[config.mk]
export PLATFORM = sky130hd
export DESIGN_NAME = refcounted_inode_table_unit
export DESIGN_NICKNAME = d
export VERILOG_FILES = /design/src/rtl/rit_pkg.sv /design/src/rtl/rit_ram.sv /design/src/rtl/refcounted_inode_table_unit.sv
export SDC_FILE = /design/constraint.sdc
export NUM_CORES = 2
export LEC_CHECK = 0
export ABC_AREA = 0
export BUFFER_PORTS_ARGS = -buffer_cell sky130_fd_sc_hd__buf_2
export CAP_MARGIN = 5
export CORE_MARGIN = 4
export CORE_UTILIZATION = 52
export DETAILED_ROUTE_END_ITERATION = 7
export PLACE_DENSITY = 0.76
export SKIP_CTS_REPAIR_TIMING = 1
export SLEW_MARGIN = 20
export SYNTH_ARGS = -nofsm -noshare
export SYNTH_HDL_FRONTEND = slang
export SYNTH_SLANG_ARGS = --single-unit
[constraint.sdc]
create_clock -name clk -period 8.3 [get_ports clk]
set_clock_uncertainty 0.15 [all_clocks]
set_input_delay 0.415 -clock clk [delete_from_list [all_inputs] [get_ports clk]]
set_output_delay 0.415 -clock clk [all_outputs]
set_load 0.02 [all_outputs]
[src/rtl/rit_pkg.sv]
// types, codes and helpers shared by the reference-counted entry table
`default_nettype none
package rit_pkg;

  localparam int TABLE_SLOTS_DEF = 64;

  localparam int NUMBER_W = 32;
  localparam int COUNT_W  = 16;
  localparam int SLOT_W   = 6;

  localparam logic [COUNT_W-1:0] COUNT_MAX = '1;

  localparam logic [1:0] CMD_GET     = 2'd0;
  localparam logic [1:0] CMD_ALLOC   = 2'd1;
  localparam logic [1:0] CMD_RELEASE = 2'd2;
  localparam logic [1:0] CMD_DUP     = 2'd3;

  localparam logic [1:0] ST_HIT  = 2'd0;
  localparam logic [1:0] ST_LOAD = 2'd1;
  localparam logic [1:0] ST_FULL = 2'd2;
  localparam logic [1:0] ST_DONE = 2'd3;

  typedef struct packed {
    logic [1:0]          command;
    logic [NUMBER_W-1:0] entry_number;
    logic [SLOT_W-1:0]   slot;
  } rit_req_t;

  typedef struct packed {
    logic [1:0]         status;
    logic [SLOT_W-1:0]  slot_out;
    logic [COUNT_W-1:0] count_out;
  } rit_res_t;

  typedef struct packed {
    logic                valid;
    logic [NUMBER_W-1:0] number;
    logic [COUNT_W-1:0]  count;
  } rit_entry_t;

  localparam int ENTRY_W = $bits(rit_entry_t);

  function automatic logic [COUNT_W-1:0] sat_inc(input logic [COUNT_W-1:0] c);
    sat_inc = (c == COUNT_MAX) ? c : c + COUNT_W'(1);
  endfunction

endpackage
`default_nettype wire

[src/rtl/rit_ram.sv]
// generic simple dual-port ram with registered read
`default_nettype none
module rit_ram #(
  parameter int WIDTH = 8,
  parameter int DEPTH = 64
) (
  input  wire logic                     clk,
  input  wire logic                     we,
  input  wire logic [$clog2(DEPTH)-1:0] waddr,
  input  wire logic [WIDTH-1:0]         wdata,
  input  wire logic [$clog2(DEPTH)-1:0] raddr,
  output logic      [WIDTH-1:0]         rdata
);

  logic [WIDTH-1:0] mem [DEPTH];

  always_ff @(posedge clk) begin
    if (we) begin
      mem[waddr] <= wdata;
    end
    rdata <= mem[raddr];
  end

endmodule
`default_nettype wire

[src/rtl/refcounted_inode_table_unit.sv]
// top level: reference-counted entry table with scan sequencer over one ram
//
//  channel   signals                     direction  beat
//  request   start, busy, request        in         start && !busy
//  result    result_valid, result        out        result_valid, one cycle
//
//  get and alloc scan the slots from index 0, one ram read per cycle.
//  release and dup read the slot, then write it back; a slot beyond the
//  table is answered from the idle state without a ram access.
//  after reset a clearing pass over every slot holds busy high.
//  the result is registered and shown for one cycle; it cannot be stalled.
`default_nettype none
module refcounted_inode_table_unit #(
  parameter int TABLE_SLOTS = rit_pkg::TABLE_SLOTS_DEF
) (
  input  wire logic              clk,
  input  wire logic              rst,
  input  wire logic              start,
  output logic                   busy,
  input  wire rit_pkg::rit_req_t request,
  output logic                   result_valid,
  output rit_pkg::rit_res_t      result
);
  import rit_pkg::*;

  localparam int IDX_W = $clog2(TABLE_SLOTS);
  localparam logic [IDX_W-1:0] LAST = IDX_W'(TABLE_SLOTS - 1);

  typedef enum logic [3:0] {
    S_CLEAR = 4'b0001,
    S_IDLE  = 4'b0010,
    S_SCAN  = 4'b0100,
    S_SLOT  = 4'b1000
  } state_t;

  state_t            state, state_next;
  rit_req_t          req, req_next;
  logic [IDX_W-1:0]  scan_idx, scan_idx_next;
  logic              free_found, free_found_next;
  logic [IDX_W-1:0]  free_idx, free_idx_next;
  rit_res_t          result_next;
  logic              result_valid_next;

  logic              ram_we;
  logic [IDX_W-1:0]  ram_waddr, ram_raddr;
  logic [ENTRY_W-1:0] ram_wdata, ram_rdata;
  rit_entry_t        rd, wr;

  logic              hit, cur_free, in_range, is_last;
  logic [IDX_W-1:0]  claim_idx, scan_inc;
  logic [COUNT_W-1:0] inc_count, rel_count;

  rit_ram #(
    .WIDTH(ENTRY_W),
    .DEPTH(TABLE_SLOTS)
  ) u_ram (
    .clk  (clk),
    .we   (ram_we),
    .waddr(ram_waddr),
    .wdata(ram_wdata),
    .raddr(ram_raddr),
    .rdata(ram_rdata)
  );

  assign rd        = rit_entry_t'(ram_rdata);
  assign ram_wdata = ENTRY_W'(wr);
  assign busy      = (state != S_IDLE);

  assign hit       = rd.valid && (rd.number == req.entry_number);
  assign cur_free  = !rd.valid;
  assign is_last   = (scan_idx == LAST);
  assign scan_inc  = is_last ? '0 : scan_idx + IDX_W'(1);
  assign claim_idx = free_found ? free_idx : scan_idx;
  assign in_range  = (32'(request.slot) < 32'(TABLE_SLOTS));
  assign inc_count = sat_inc(rd.count);
  assign rel_count = (rd.count > COUNT_W'(1)) ? rd.count - COUNT_W'(1) : '0;

  always_comb begin
    state_next        = state;
    req_next          = req;
    scan_idx_next     = scan_idx;
    free_found_next   = free_found;
    free_idx_next     = free_idx;
    result_next       = '0;
    result_valid_next = 1'b0;
    ram_we            = 1'b0;
    ram_waddr         = scan_idx;
    ram_raddr         = scan_inc;
    wr                = '0;
    case (state)
      S_CLEAR: begin
        ram_we        = 1'b1;
        scan_idx_next = scan_inc;
        if (is_last) begin
          state_next = S_IDLE;
        end
      end
      S_IDLE: begin
        ram_raddr = '0;
        if (start) begin
          req_next        = request;
          scan_idx_next   = '0;
          free_found_next = 1'b0;
          if (request.command == CMD_GET || request.command == CMD_ALLOC) begin
            state_next = S_SCAN;
          end else if (in_range) begin
            ram_raddr  = IDX_W'(request.slot);
            state_next = S_SLOT;
          end else begin
            result_valid_next = 1'b1;
            result_next       = '{status: ST_DONE, slot_out: request.slot, count_out: '0};
          end
        end
      end
      S_SCAN: begin
        scan_idx_next = scan_inc;
        if (req.command == CMD_GET) begin
          if (hit) begin
            ram_we            = 1'b1;
            wr                = '{valid: 1'b1, number: rd.number, count: inc_count};
            result_valid_next = 1'b1;
            result_next       = '{status: ST_HIT, slot_out: SLOT_W'(scan_idx),
                                  count_out: inc_count};
            state_next        = S_IDLE;
          end else begin
            if (cur_free && !free_found) begin
              free_found_next = 1'b1;
              free_idx_next   = scan_idx;
            end
            if (is_last) begin
              result_valid_next = 1'b1;
              state_next        = S_IDLE;
              if (free_found || cur_free) begin
                ram_we      = 1'b1;
                ram_waddr   = claim_idx;
                wr          = '{valid: 1'b1, number: req.entry_number, count: COUNT_W'(1)};
                result_next = '{status: ST_LOAD, slot_out: SLOT_W'(claim_idx),
                                count_out: COUNT_W'(1)};
              end else begin
                result_next = '{status: ST_FULL, slot_out: '0, count_out: '0};
              end
            end
          end
        end else begin
          if (cur_free) begin
            ram_we            = 1'b1;
            wr                = '{valid: 1'b1, number: rd.number, count: COUNT_W'(1)};
            result_valid_next = 1'b1;
            result_next       = '{status: ST_DONE, slot_out: SLOT_W'(scan_idx),
                                  count_out: COUNT_W'(1)};
            state_next        = S_IDLE;
          end else if (is_last) begin
            result_valid_next = 1'b1;
            result_next       = '{status: ST_FULL, slot_out: '0, count_out: '0};
            state_next        = S_IDLE;
          end
        end
      end
      S_SLOT: begin
        ram_we    = 1'b1;
        ram_waddr = IDX_W'(req.slot);
        if (req.command == CMD_RELEASE) begin
          wr = '{valid: rd.valid && (rd.count > COUNT_W'(1)), number: rd.number,
                 count: rel_count};
        end else begin
          wr = '{valid: rd.valid, number: rd.number, count: inc_count};
        end
        result_valid_next = 1'b1;
        result_next       = '{status: ST_DONE, slot_out: req.slot, count_out: wr.count};
        state_next        = S_IDLE;
      end
      default: begin
        state_next    = S_CLEAR;
        scan_idx_next = '0;
      end
    endcase
  end

  always_ff @(posedge clk) begin
    if (rst) begin
      state        <= S_CLEAR;
      scan_idx     <= '0;
      free_found   <= 1'b0;
      result_valid <= 1'b0;
    end else begin
      state        <= state_next;
      scan_idx     <= scan_idx_next;
      free_found   <= free_found_next;
      result_valid <= result_valid_next;
    end
  end

  always_ff @(posedge clk) begin
    req      <= req_next;
    free_idx <= free_idx_next;
    result   <= result_next;
  end

  a_no_result_in_clear: assert property (@(posedge clk) disable iff (rst)
    (state == S_CLEAR) |-> !result_valid)
    else $error("result beat during clearing pass");

  a_accept_progress: assert property (@(posedge clk) disable iff (rst)
    (start && !busy) |=> (busy || result_valid))
    else $error("accepted request neither busy nor answered");

  a_full_zero: assert property (@(posedge clk) disable iff (rst)
    (result_valid && result.status == ST_FULL) |->
      (result.slot_out == '0 && result.count_out == '0))
    else $error("full result carries nonzero slot or count");

  a_load_count_one: assert property (@(posedge clk) disable iff (rst)
    (result_valid && result.status == ST_LOAD) |-> (result.count_out == COUNT_W'(1)))
    else $error("newly claimed slot without count of one");

  a_write_owner: assert property (@(posedge clk) disable iff (rst)
    ram_we |-> (state == S_CLEAR || state == S_SCAN || state == S_SLOT))
    else $error("ram write while idle");

endmodule
`default_nettype wire
==> flow_metrics.tcl <==
set metrics [dict create \
    dp.cells 12190 \
    p_sw_mw 8.699 \
    core.rowCount 181 \
    syn_inst 9299 \
    yosysMostFrequentCell "edfxtp_1" \
    hold_start "request[32]" \
    rr_startpoint "scan_idx[1]" \
    cts_buffers 327 \
    drc 0 \
    fin_cells 12830 \
    seqPwrFrac 0.511 \
    grtUsageTotal 0.3002 \
    antenna_found_initial 30 \
    path_class "flip-flop to flip-flop" \
    hold_violations 0 \
    multi_input_area_um2 28210 \
    yosys_warnings 0 \
    wl_per_cell_um 30.17 \
    ys_ff_latch 3267 \
    drt_iter0_drc 15290 \
    critPathMaxFanout 26 \
    synthTopCellsByArea "edfxtp_1 75%, nand2_1 7.9%, nand3_1 3.3%" \
    routed_via_density 6.571 \
    max_slew_margin 0.1902 \
    maxCapViolCount 0 \
    power.internal_mw 27.53 \
    setup_violations 0 \
    clk_path_buf_depth 4 \
    setup_tns_ns 0 \
    ant_nets 0 \
    postSynthAreaPerCell_um2 13.71 \
    tightest_slew_ns 1.215 \
    hpwlAfterDp_mm 213.6 \
    drt_wl_total_mm 387.0 \
    rrSetupSlack_ns 2.60 \
    place.gp.congestion 0.9332 \
    swShare 0.2401 \
    synth_top_flop_cell "edfxtp_1" \
    yosysTopAreaCell "edfxtp_1" \
    cts_tree "yes" \
    drt_first_pass_iters 7 \
    leakagePower_nw 49.01 \
    critPathRequiredTime_ns 8.74 \
    synth_edf_count 3182 \
    start_util 0.5235 \
    die_area_um2 253100 \
    core_area_um2 243500 \
    fmax_mhz 175.5 \
    comb_power_share 0.088 \
    cp-end-kind "flip-flop" \
    yosysTopAreaCellShare 0.7497 \
    grt_max_degree 171 \
    synth_nets 9346 \
    rr_worst_depth 10 \
    gr-total-overflow 0 \
    io_buffers 68 \
    rsz0062_at_grt "no" \
    async_reset_ff_frac 0 \
    arrival_ns 6.14 \
    yosysUniqueCellTypes 79 \
    ys_top_cells_by_count "3182 x edfxtp_1, 2678 x nand2_1, 830 x nand3_1, 525 x a31oi_1, 288 x clkbuf_1" \
    insertion_delay_ns 0.98 \
    slew_viol_final 0 \
    fill_cells 17610 \
    min_delay_path_depth 2 \
    hold_path.class "input pin to flip-flop" \
    nets 9407 \
    power_density_nw_per_um2 252.9 \
    min_period_over_period 0.6866 \
    layout_min_cycle_time_ns 5.699 \
    clkTransAtPathRegs_ns 0.07 \
    outcome "finished clean" \
    area_growth_pct 12.39 \
    io_pins 69 \
    drive_above_1_share 0.09376 \
    grt_pass1_wl_mm 554.1 \
    critical_path.startpoint "scan_idx[1]" \
    synth_area_um2 127400 \
    die_width_um 503.1 \
    seq_area_um2 97250 \
    clock-sinks 3267 \
    crit_path_start_kind "flip-flop" \
    die_h_um 503.1 \
    vias 84300 \
    root_buffer "clkbuf_16" \
    hold_end "req[32]" \
    yosysSeqAreaShare 0.7631 \
    htree_levels 5 \
    reg2reg_to "u_ram.mem[24][15]" \
    grt_pass1_vias 80180 \
    ir_drop_uv 238.8 \
    pwr-share-clk 0.402 \
]
## cell families after synthesis
logic type      share of synthesized area
flops                              0.7631
mux                               0.01300
fa+ha+maj                       0.0003927
simple gates                       0.1254
compound gates                    0.07286
xor+xnor                         0.003299
buf+inv                           0.02193
## power by group through the flow
stage	Sequential (mW)	Combinational (mW)	Clock [mW]
floorplan	18.8	1.76	0
global placement	18.8	2.98	0
detailed placement	18.8	3.04	0
CTS	18.5	3.06	14.6
global route	18.5	3.31	15.3
finish	18.5	3.17	14.6
## layer usage
layer	part of all wire	global-route usage	routed length, um
met4	0.074	0.1969	28610
met5	0.00017	0	67
met2	0.45	0.4494	173900
met1	0.34	0.3908	131600
met3	0.14	0.07792	52810
## final cells by class
type	instances	area share
antenna	28	0.0004892
inverter	12	0.0003145
multi-input combinational	5405	0.1970
tap	3202	0.02797
clock inverter	156	0.01140
sequential	3267	0.6790
timing repair buffer	347	0.02284
clock buffer	412	0.06107
## per-stage QoR
step	hold WS (ns)	setup slack [ns]	util	power, mW	cell area [um^2]
after floorplan	0.2529	2.513	-	20.55	127400
after global placement	0.3362	2.587	0.5418	21.82	131900
after detailed placement	0.3518	2.757	0.5432	21.88	132300
after CTS	-0.5453	2.669	0.5859	36.14	142600
after global routing	0.07059	2.364	0.5883	37.14	143200
final	0.08582	2.601	0.5884	36.23	143200
## worst max-delay path: stages (launching register included)
cell and delay, ns:
dfxtp_1 0.51, ha_1 0.32, and4_1 0.26, nand2_1 0.22, nor2_1 0.35, o311ai_1 0.30
o211ai_1 0.45, o211a_1 0.30, nand3_1 0.65, nor2_4 1.13, buf_4 0.57
## state kept, by name, indices dropped and copies added (netlist names)
signal,count
scan_idx,6
state,4
result,24
result_valid,1
free_found,1
free_idx,6
u_ram.mem,3136
req,40
u_ram.rdata,49
## how the worst max path moves through the flow
stage | end | slack (ns)
after floorplan | u_ram.mem[0][15] | 2.51
after global placement | u_ram.mem[35][28] | 2.59
after detailed placement | u_ram.mem[50][28] | 2.76
after CTS | u_ram.mem[50][7] | 2.67
after global routing | u_ram.mem[24][39] | 2.36
final | u_ram.mem[24][15] | 2.60
## cell usage in the layout, fill, tap and decap left out, types with 10 or more instances in the layout
cell | netlist | layout
nor4_1 | 16 | 16
a32oi_1 | 169 | 168
clkinvlp_4 | 0 | 10
a22oi_1 | 158 | 158
or4_1 | 42 | 42
nand3_1 | 830 | 830
dlygate4sd3_1 | 0 | 42
xor2_1 | 34 | 34
o21ai_1 | 48 | 46
clkbuf_16 | 0 | 331
nor2_4 | 2 | 70
dfxtp_1 | 85 | 85
inv_1 | 11 | 11
and3_1 | 22 | 22
buf_2 | 233 | 68
o21ai_0 | 51 | 48
a221oi_1 | 52 | 52
xnor2_1 | 14 | 14
bufinv_16 | 0 | 33
a221oi_2 | 20 | 20
clkbuf_8 | 0 | 16
nand2_1 | 2678 | 2677
nor2_1 | 120 | 53
diode_2 | 0 | 28
a22o_1 | 34 | 31
nand4_1 | 45 | 45
mux2i_1 | 164 | 164
a31oi_1 | 525 | 523
a21oi_1 | 251 | 244
clkinv_2 | 0 | 44
clkbuf_1 | 288 | 65
nor3_1 | 16 | 15
clkinv_1 | 0 | 55
edfxtp_1 | 3182 | 3182
buf_4 | 18 | 186
buf_12 | 0 | 32
inv_6 | 0 | 10
buf_16 | 0 | 16
Note: power is estimated with default switching activity, not from simulation.
